--- config.mk ---
export PLATFORM = sky130hd
export DESIGN_NAME = sptex_div
export DESIGN_NICKNAME = d
export VERILOG_FILES = /design/src/design/sptex_pkg.sv /design/src/design/sptex_div.sv
export SDC_FILE = /design/constraint.sdc
export NUM_CORES = 1
export LEC_CHECK = 0
export BUFFER_PORTS_ARGS = -buffer_cell sky130_fd_sc_hd__buf_4
export CORE_MARGIN = 1.5
export CORE_UTILIZATION = 44
export DETAILED_ROUTE_END_ITERATION = 7
export PLACE_DENSITY_LB_ADDON = 0.05
export SLEW_MARGIN = 15
export SYNTH_ARGS = -nofsm -noshare
export SYNTH_HDL_FRONTEND = slang
export SYNTH_SLANG_ARGS = --single-unit
export TNS_END_PERCENT = 50
--- constraint.sdc ---
create_clock -name clk_i -period 2.8 [get_ports clk_i]
set_clock_uncertainty 0.1 [all_clocks]
set_input_delay 0.14 -clock clk_i [delete_from_list [all_inputs] [get_ports clk_i]]
set_output_delay 0.14 -clock clk_i [all_outputs]
set_load 0.02 [all_outputs]
--- src/design/sptex_pkg.sv ---
`timescale 1ns / 1ps
`default_nettype none
// ----------------------------------------------------------------------------
// Sprite texture sampler package
// Shared constants, codes, the side-band beat type and a small helper function.
// ----------------------------------------------------------------------------
package sptex_pkg;

  localparam int unsigned SCREEN_WIDTH_DEF     = 640;
  localparam int unsigned SCREEN_HEIGHT_DEF    = 480;
  localparam int unsigned TEXTURE_SIDE_MAX_DEF = 64;
  localparam int unsigned FRAMES_MAX_DEF       = 8;

  localparam logic [31:0] OPAQUE_MASK = 32'h00FF_FFFF;

  typedef enum logic [1:0] {
    OP_LOAD_DEPTH = 2'd0,
    OP_LOAD_TEXEL = 2'd1,
    OP_SHADE      = 2'd2
  } op_e;

  typedef enum logic [1:0] {
    CFG_TEXTURE_WIDTH   = 2'd0,
    CFG_TEXTURE_HEIGHT  = 2'd1,
    CFG_FRAME_COUNT     = 2'd2,
    CFG_ANIMATION_FRAME = 2'd3
  } cfg_idx_e;

  typedef struct packed {
    logic        shade;
    logic        twr;
    logic [9:0]  px;
    logic [8:0]  py;
    logic [14:0] tidx;
    logic [31:0] tval;
  } side_t;

  function automatic logic [3:0] frame_wrap(input logic [2:0] f, input int unsigned fmax);
    logic [4:0] v;
    v = {2'b00, f};
    for (int i = 0; i < 8; i++) begin
      if (v >= fmax) begin
        v = v - 5'(fmax);
      end
    end
    return v[3:0];
  endfunction

endpackage
`default_nettype wire

--- src/design/sptex_div.sv ---
`timescale 1ns / 1ps
`default_nettype none
// ----------------------------------------------------------------------------
// Sprite texture sampler coordinate divider
// Restoring division, one quotient bit per register stage, with clamping of
// the result to the texture side.
// ----------------------------------------------------------------------------
module sptex_div #(
  parameter int unsigned TEXTURE_SIDE_MAX = sptex_pkg::TEXTURE_SIDE_MAX_DEF
) (
  input  wire logic                                   clk_i,
  input  wire logic                                   en_i,
  input  wire logic [15+$clog2(TEXTURE_SIDE_MAX+1):0] num_i,
  input  wire logic [15:0]                            den_i,
  input  wire logic                                   neg_i,
  input  wire logic                                   big_i,
  input  wire logic [$clog2(TEXTURE_SIDE_MAX)-1:0]    side_m1_i,
  output logic [$clog2(TEXTURE_SIDE_MAX)-1:0]         coord_o
);

  localparam int unsigned QW = $clog2(TEXTURE_SIDE_MAX);
  localparam int unsigned NW = 16 + $clog2(TEXTURE_SIDE_MAX + 1);

  logic [NW-1:0] rem_in [QW];
  logic [15:0]   den_in [QW];
  logic [QW-1:0] q_in   [QW];
  logic          neg_in [QW];
  logic          big_in [QW];

  logic [NW-1:0] rem_q [QW];
  logic [15:0]   den_q [QW];
  logic [QW-1:0] q_q   [QW];
  logic          neg_q [QW];
  logic          big_q [QW];

  for (genvar j = 0; j < QW; j++) begin : g_stage
    localparam int unsigned B = QW - 1 - j;
    logic [NW-1:0] dsh;
    logic          ge;

    if (j == 0) begin : g_first
      assign rem_in[j] = num_i;
      assign den_in[j] = den_i;
      assign q_in[j]   = '0;
      assign neg_in[j] = neg_i;
      assign big_in[j] = big_i;
    end else begin : g_next
      assign rem_in[j] = rem_q[j-1];
      assign den_in[j] = den_q[j-1];
      assign q_in[j]   = q_q[j-1];
      assign neg_in[j] = neg_q[j-1];
      assign big_in[j] = big_q[j-1];
    end

    assign dsh = NW'(den_in[j]) << B;
    assign ge  = rem_in[j] >= dsh;

    always_ff @(posedge clk_i) begin
      if (en_i) begin
        rem_q[j] <= ge ? (rem_in[j] - dsh) : rem_in[j];
        q_q[j]   <= q_in[j] | (ge ? (QW'(1) << B) : '0);
        den_q[j] <= den_in[j];
        neg_q[j] <= neg_in[j];
        big_q[j] <= big_in[j];
      end
    end
  end

  assign coord_o = neg_q[QW-1] ? '0 : (big_q[QW-1] ? side_m1_i : q_q[QW-1]);

endmodule
`default_nettype wire

==> flow_metrics.py, run 1 <==
metrics = {
    "status": {
        "status": "finished with violations",
        "violations": "negative setup slack",
    },
    "routing": {
        "initialDrtViolationCount": 399,
        "route.vias.total": 9715,
        "drt-total-wl_um": 29500,
        "via_per_inst": 5.16,
        "postRouteAntennaNets": 0,
        "drc_errors": 0,
        "routedWlPerCell_um": 15.7,
        "dr.pass1.iters": 7,
    },
    "setup_path": {
        "slowest_stage": "edfxtp_1",
        "max_stage_delay_ns": 0.41,
        "arrival_ns": 3.00,
        "regToRegStartpoint": "den_q[2][10]$_DFFE_PP_",
        "r2r-end": "rem_q[3][10]$_DFFE_PP_",
        "crit_family": "compound AO/OA/AOI/OAI gates",
        "path_cells": "inv_2 > ha_4 > a211oi_4 > o211ai_1 > a41o_1 > nor2b_4 > a211o_1 > nor2_4 > inv_4 > buf_12 > mux2_4",
        "worst-setup-path-type": "flip-flop to flip-flop",
        "r2r_slack_ns": -0.04,
        "worst-path-max-fanout": 10,
        "cp.required_ns": 2.95,
        "path_buf_inv": 3,
        "r2r.worst_path.cells": 11,
        "start_kind": "flip-flop",
        "cp-end-kind": "flip-flop",
    },
    "timing": {
        "final.period_utilization_pct": 102,
        "setup_tns_ns": -0.176,
        "timing.fmax_ghz": 0.352,
        "min_period_ns": 2.84,
        "maxSlewHeadroom_pct": 60.0,
        "finalHoldViolations": 0,
        "maxSlewViolCount": 0,
        "rsz0062_at_grt": "yes",
        "worst_slew_pin_slew_ns": 0.600,
        "final.setup.worst_slack_ns": -0.0421,
        "setup_viol": 8,
    },
    "synthesis": {
        "synth-warning-count": 0,
        "synth_seq_cells": 228,
        "syn-num-nets": 1332,
        "synthFlopType": "edfxtp_1",
        "async_flop_share_pct": 0,
        "syn_inst": 1182,
        "synth_edf_count": 228,
        "syn_area_per_cell_um2": 11.2,
        "synth-seq-area-share_pct": 51.7,
        "ys_types": 83,
        "netlist_area_mm2": 0.0132,
    },
    "placement": {
        "port_buffers": 54,
        "gp_congestion": 0.905,
        "pre_cts_ws_ns": -0.259,
        "dpl.hpwl_um": 22900,
        "post_dp_cell_area_mm2": 0.0154,
    },
    "hold_path": {
        "worst_hold_path.endpoint": "rem_q[0][1]$_DFFE_PP_",
        "hold_class": "input pin to flip-flop",
        "holdPathStages": 1,
        "hp-start": "en_i",
    },
    "clock_tree": {
        "cts-buffers-inserted": 25,
        "htreeDepth": 1,
        "clk_latency_ns": 0.52,
        "clock-sinks": 228,
        "clock_path_buffers": 3,
        "path_clk_slew_ns": 0.06,
        "cts_root_buffer": "clkbuf_16",
        "cts_tree": "yes",
    },
    "global_routing": {
        "grt.total_usage_pct": 18.9,
        "overflow": 0,
        "grt_max_degree": 78,
        "grt_pass1_wl_um": 47000,
        "grt_pass1_vias": 9715,
        "antenna_found_initial": 0,
    },
    "floorplan": {
        "die_height_um": 176,
        "start_util_pct": 44.7,
        "ioPinCount": 55,
        "die_x_um": 176,
        "row_count": 63,
        "dieArea_mm2": 0.0311,
        "core_area_mm2": 0.0296,
    },
    "pwr": {
        "power.density_mw_per_mm2": 789,
        "peakVddDrop_mv": 0.565,
        "leakage_nw": 7.14,
    },
    "cells_and_area": {
        "num_antenna_cells": 0,
        "final_area_mm2": 0.0172,
        "drive_gt1_share_pct": 26.5,
        "fin_util_pct": 58.1,
        "syn2layout_area_growth_pct": 30.0,
        "fin_nets": 1626,
    },
    "flow_run": {
        "drv_cap": 0,
    },
}
per-layer routing:
| layer | vias to the layer above | wire length (um) | track usage (%) | part of all wire, % |
|---|---|---|---|---|
| li1 | 4970 | - | - | - |
| met3 | 64 | 768 | 1.98 | 2.6 |
| met4 | 0 | 1040 | 6.81 | 3.5 |
| met1 | 4531 | 12400 | 21.5 | 42 |
| met5 | - | 0 | 0 | 0 |
| met2 | 150 | 15300 | 36.4 | 52 |
metrics by stage:
stage,power (mW),instances,hold slack (ns)
finish,13.6,1883,0.0127
global route,14.5,1883,0.0406
CTS,13.3,1867,0.0188
detailed placement,10.1,1774,0.219
global placement,10.1,1774,0.218
floorplan,8.28,1182,0.139
final cells by class:
cell class | instances | area (um2)
fill | 2567 | 12400
clock buffer | 32 | 652
sequential | 228 | 6850
timing repair buffer | 292 | 2380
inverter | 128 | 485
tap | 390 | 488
clock inverter | 12 | 88.8
multi-input combinational | 801 | 6280
worst register-to-register path, stage by stage, from the launching register on:
cell,delay [ns]
edfxtp_1,0.41
inv_2,0.09
ha_4,0.21
a211oi_4,0.24
o211ai_1,0.16
a41o_1,0.29
nor2b_4,0.13
a211o_1,0.31
nor2_4,0.15
inv_4,0.06
buf_12,0.14
mux2_4,0.30
logic make-up after synthesis:
family / after synthesis / share of synthesized area [%]
and+or+nand+nor: 306 / 12.1
DFF: 228 / 51.7
buffers and inverters: 153 / 4.60
muxes: 31 / 2.68
adders and majority gates: 101 / 9.83
xor gates and xnor gates: 69 / 4.56
AOI/OAI and AO/OA: 294 / 14.6
Yosys cell counts, drive strengths merged (5+ instances only):
| cell | n | area (um2) |
|---|---|---|
| or3 | 10 | 67.6 |
| o211ai | 7 | 52.6 |
| nand4 | 16 | 100 |
| ha | 96 | 1200 |
| a211o | 5 | 43.8 |
| a21oi | 73 | 365 |
| buf | 11 | 76.3 |
| o21ai | 73 | 377 |
| nor2 | 69 | 267 |
| nand2 | 65 | 244 |
| or4 | 5 | 37.5 |
| a31oi | 9 | 56.3 |
| nor4 | 10 | 62.6 |
| xnor2 | 41 | 359 |
| a21o | 30 | 225 |
| a21boi | 7 | 52.6 |
| edfxtp | 228 | 6850 |
| nand3 | 29 | 150 |
| o31ai | 16 | 125 |
| nand2b | 15 | 93.8 |
| clkbuf | 14 | 52.6 |
| and3 | 10 | 62.6 |
| fa | 5 | 100 |
| nor2b | 17 | 106 |
| mux2i | 7 | 70.1 |
| a211oi | 12 | 90.1 |
| inv | 128 | 480 |
| xor2 | 28 | 245 |
| or2 | 6 | 37.5 |
| o21a | 15 | 113 |
| nor3 | 26 | 135 |
| mux2 | 24 | 285 |
| o21bai | 9 | 67.6 |
placed cells by master, fill, tap and decap left out, drive strengths merged, types with 7 or more instances in the layout:
cell         count
nand4           16
o21bai           9
a21oi           73
edfxtp         228
o21ai           73
nor4            10
or3             10
o211ai           7
a21o            30
clkbuf          32
nor2            69
a211oi          12
o31ai           16
inv            128
nand3           29
mux2            24
nor2b           17
dlygate4sd3     42
clkinv           9
a21boi           7
ha              96
nand2           65
mux2i            7
o21a            15
and3            10
nand2b          15
nor3            26
a31oi            9
xnor2           41
buf            250
xor2            28
registers in the layout (all words and copies together) (netlist names):
register / cells
q_q: 21
rem_q: 115
neg_q: 6
big_q: 6
den_q: 80
how the worst max path moves through the flow:
| stage | depth (start not counted) | end | slack [ns] | from |
|---|---|---|---|---|
| after floorplan | 11 | rem_q[2][4]$_DFFE_PP_ | 0.004 | rem_q[1][3]$_DFFE_PP_ |
| after global placement | 11 | rem_q[2][4]$_DFFE_PP_ | -0.19 | rem_q[1][3]$_DFFE_PP_ |
| after detailed placement | 11 | rem_q[2][4]$_DFFE_PP_ | -0.26 | rem_q[1][3]$_DFFE_PP_ |
| after CTS | 10 | rem_q[3][11]$_DFFE_PP_ | -0.007 | rem_q[2][11]$_DFFE_PP_ |
| after global routing | 11 | rem_q[3][10]$_DFFE_PP_ | -0.11 | den_q[2][10]$_DFFE_PP_ |
| final | 11 | rem_q[3][10]$_DFFE_PP_ | -0.04 | den_q[2][10]$_DFFE_PP_ |
repair_timing:
action / CTS / global route
gates resized for setup: 23 / 84
gates cloned: 0 / 1
setup endpoints to repair: 45 / 73
pin swaps: 15 / 39
hold endpoints to repair: 41 / 0
buffers inserted: 7 / 15
hold buffers: 42 / 0
report_power, final:
group / total [mW] / internal [mW] / leakage, nW / switching, mW
clock network: 3.01 / 1.73 / 0.357 / 1.28
logic: 5.48 / 2.77 / 4.57 / 2.72
registers: 5.09 / 4.69 / 2.21 / 0.397
total: 13.6 / 9.19 / 7.14 / 4.40
(Power assumes the default switching activity.)
==> run 2: changes to the inputs <==
--- a/config.mk
+++ b/config.mk
@@ -6,6 +6,8 @@
 export NUM_CORES = 1
 export LEC_CHECK = 0
 export BUFFER_PORTS_ARGS = -buffer_cell sky130_fd_sc_hd__buf_4
+export CELL_PAD_IN_SITES_DETAIL_PLACEMENT = 0
+export CELL_PAD_IN_SITES_GLOBAL_PLACEMENT = 1
 export CORE_MARGIN = 1.5
 export CORE_UTILIZATION = 44
 export DETAILED_ROUTE_END_ITERATION = 7
==> constraint.sdc (replaced) <==
create_clock -name clk_i -period 3.33 [get_ports clk_i]
set_clock_uncertainty 0.1 [all_clocks]
set_input_delay 0.1665 -clock clk_i [delete_from_list [all_inputs] [get_ports clk_i]]
set_output_delay 0.1665 -clock clk_i [all_outputs]
set_load 0.02 [all_outputs]
==> run 2 against run 1 <==
  * Combinational power is 32% lower
  * Wire length shrank 4.3%
  * Worst setup slack improved by 0.16 ns
  * Count of clock-buffer cells in the layout unchanged
  * The run now ends clean
  * Worst hold slack better by 0.24 ns
  * Highest routed layer unchanged
  * Non-clock buffer count decreased by 161
==> flow_metrics.py, run 2 (same netlist as run 1, synthesis figures left out) <==
metrics = {
    "clock_tree": {
        "path_clk_slew_ns": 0.06,
        "clk_latency_ns": 0.53,
        "cts_tree": "yes",
        "clock-sinks": 228,
        "cts_root_buffer": "clkbuf_16",
        "htreeDepth": 1,
        "clock_path_buffers": 3,
        "cts-buffers-inserted": 26,
    },
    "setup_path": {
        "start_kind": "input pin",
        "worst-path-max-fanout": 16,
        "worst-setup-path-type": "input pin to flip-flop",
        "crit_path_end": "rem_q[0][9]$_DFFE_PP_",
        "cp-end-kind": "flip-flop",
        "max_stage_delay_ns": 0.53,
        "worstSetupStartpoint": "num_i[16]",
        "cp.depth": 11,
        "arrival_ns": 3.39,
        "crit_family": "compound AO/OA/AOI/OAI gates",
        "r2r.worst_path.cells": 9,
        "path_cells": "dlygate4sd3_1 > buf_4 > ha_1 > a21o_1 > a21o_1 > a21oi_1 > or3b_1 > a311oi_4 > or2_1 > buf_12 > mux2_2",
        "crit_top_cell": "a21o_1",
        "path_buf_inv": 3,
        "r2r-end": "rem_q[3][11]$_DFFE_PP_",
        "regToRegStartpoint": "rem_q[2][12]$_DFFE_PP_",
        "cp.required_ns": 3.51,
        "slowest_stage": "dlygate4sd3_1",
        "r2r_slack_ns": 0.18,
    },
    "floorplan": {
        "core_area_mm2": 0.0296,
        "start_util_pct": 44.7,
        "die_x_um": 176,
        "ioPinCount": 55,
        "row_count": 63,
        "dieArea_mm2": 0.0311,
        "die_height_um": 176,
    },
    "cells_and_area": {
        "layout_common_cells": "edfxtp_1, inv_1, ha_1",
        "syn2layout_area_growth_pct": 17.9,
        "drive_gt1_share_pct": 12.4,
        "largest_reg_flops": 115,
        "num_antenna_cells": 0,
        "fillers": 2678,
        "fin_nets": 1466,
        "top_register": "rem_q",
        "layout_commonest_cell": "edfxtp_1",
        "top_regs": "rem_q (115), den_q (80), q_q (21)",
    },
    "pwr": {
        "leakage_nw": 6.32,
        "power.density_mw_per_mm2": 695,
        "total_power_mw": 10.8,
        "peakVddDrop_mv": 0.417,
    },
    "timing": {
        "maxSlewViolCount": 0,
        "min_period_ns": 3.21,
        "final.period_utilization_pct": 96.5,
        "timing.fmax_ghz": 0.311,
        "worst_slew_pin_slew_ns": 0.680,
        "maxSlewHeadroom_pct": 54.1,
        "setup_tns_ns": 0,
        "finalHoldViolations": 0,
        "rsz0062_at_grt": "no",
        "setup_viol": 0,
        "holdWs_ns": 0.257,
    },
    "global_routing": {
        "grt_max_degree": 68,
        "grt_pass1_wl_um": 45400,
        "grt.total_usage_pct": 18.4,
        "overflow": 0,
        "grt_pass1_vias": 9149,
        "antenna_found_initial": 0,
    },
    "placement": {
        "dpl.hpwl_um": 21900,
        "port_buffers": 54,
        "gp_congestion": 0.854,
    },
    "routing": {
        "postRouteAntennaNets": 0,
        "dr.pass1.iters": 4,
        "initialDrtViolationCount": 395,
        "routedWlPerCell_um": 16.4,
        "drt-total-wl_um": 28200,
        "via_per_inst": 5.24,
        "route.vias.total": 9027,
        "drc_errors": 0,
    },
    "flow_run": {
        "drv_cap": 0,
    },
    "hold_path": {
        "hold_class": "input pin to flip-flop",
    },
    "status": {
        "status": "complete, no violations",
    },
}
run 2: changes by cell type in the layout (fill, tap and decap cells not counted), moves of 6 or more:
| cell | change |
|---|---|
| a21oi_1 | +7 |
| ha_4 | -10 |
| buf_6 | -7 |
| nor4_1 | +6 |
| buf_4 | -154 |
| ha_1 | +14 |
run 2: layout make-up:
cell class | count | area (um2) | share of cell area, %
clock inverters | 14 | 158 | 1.01
inverters | 128 | 480 | 3.08
well taps | 390 | 488 | 3.13
flip-flops and latches | 228 | 6850 | 43.9
clock buffers | 32 | 694 | 4.45
repair buffers | 131 | 1150 | 7.34
multi-input cells | 801 | 5800 | 37.1
run 2: power breakdown:
group / internal (mW) / switching [mW]
sequential: 3.95 / 0.330
clock: 1.71 / 1.12
combinational: 1.71 / 2.03
run 2: what timing repair did:
item / 4_1_cts / 5_1_grt
hold endpoints to repair: 97 / 0
buffers inserted: 0 / 0
resized for setup: 0 / 0
hold buffers: 42 / 0
run 2: through the flow:
step / setup WS, ns / std cells / util, % / instance area, um2
2_1_floorplan: 0.451 / 1182 / - / 13200
3_3_place_gp: 0.131 / 1636 / 48.4 / 14300
3_5_place_dp: 0.145 / 1636 / 48.4 / 14300
4_1_cts: 0.144 / 1724 / 52.7 / 15600
5_1_grt: 0.0213 / 1724 / 52.7 / 15600
6_report: 0.115 / 1724 / 52.7 / 15600
run 2: layer usage:
metal	routed length, um	track usage, %
met5	0	0
met1	12100	21.1
met2	14100	33.5
met4	1200	8.51
met3	827	2.69
run 2: worst min-delay path by stage:
stage / cells after the start / start / endpoint
6_report: 2 / neg_i / neg_q[0]$_DFFE_PP_
5_1_grt: 2 / den_i[12] / den_q[0][12]$_DFFE_PP_
4_1_cts: 2 / den_i[15] / den_q[0][15]$_DFFE_PP_
2_1_floorplan: 0 / big_i / big_q[0]$_DFFE_PP_
3_3_place_gp: 1 / neg_i / neg_q[0]$_DFFE_PP_
3_5_place_dp: 1 / big_i / big_q[0]$_DFFE_PP_
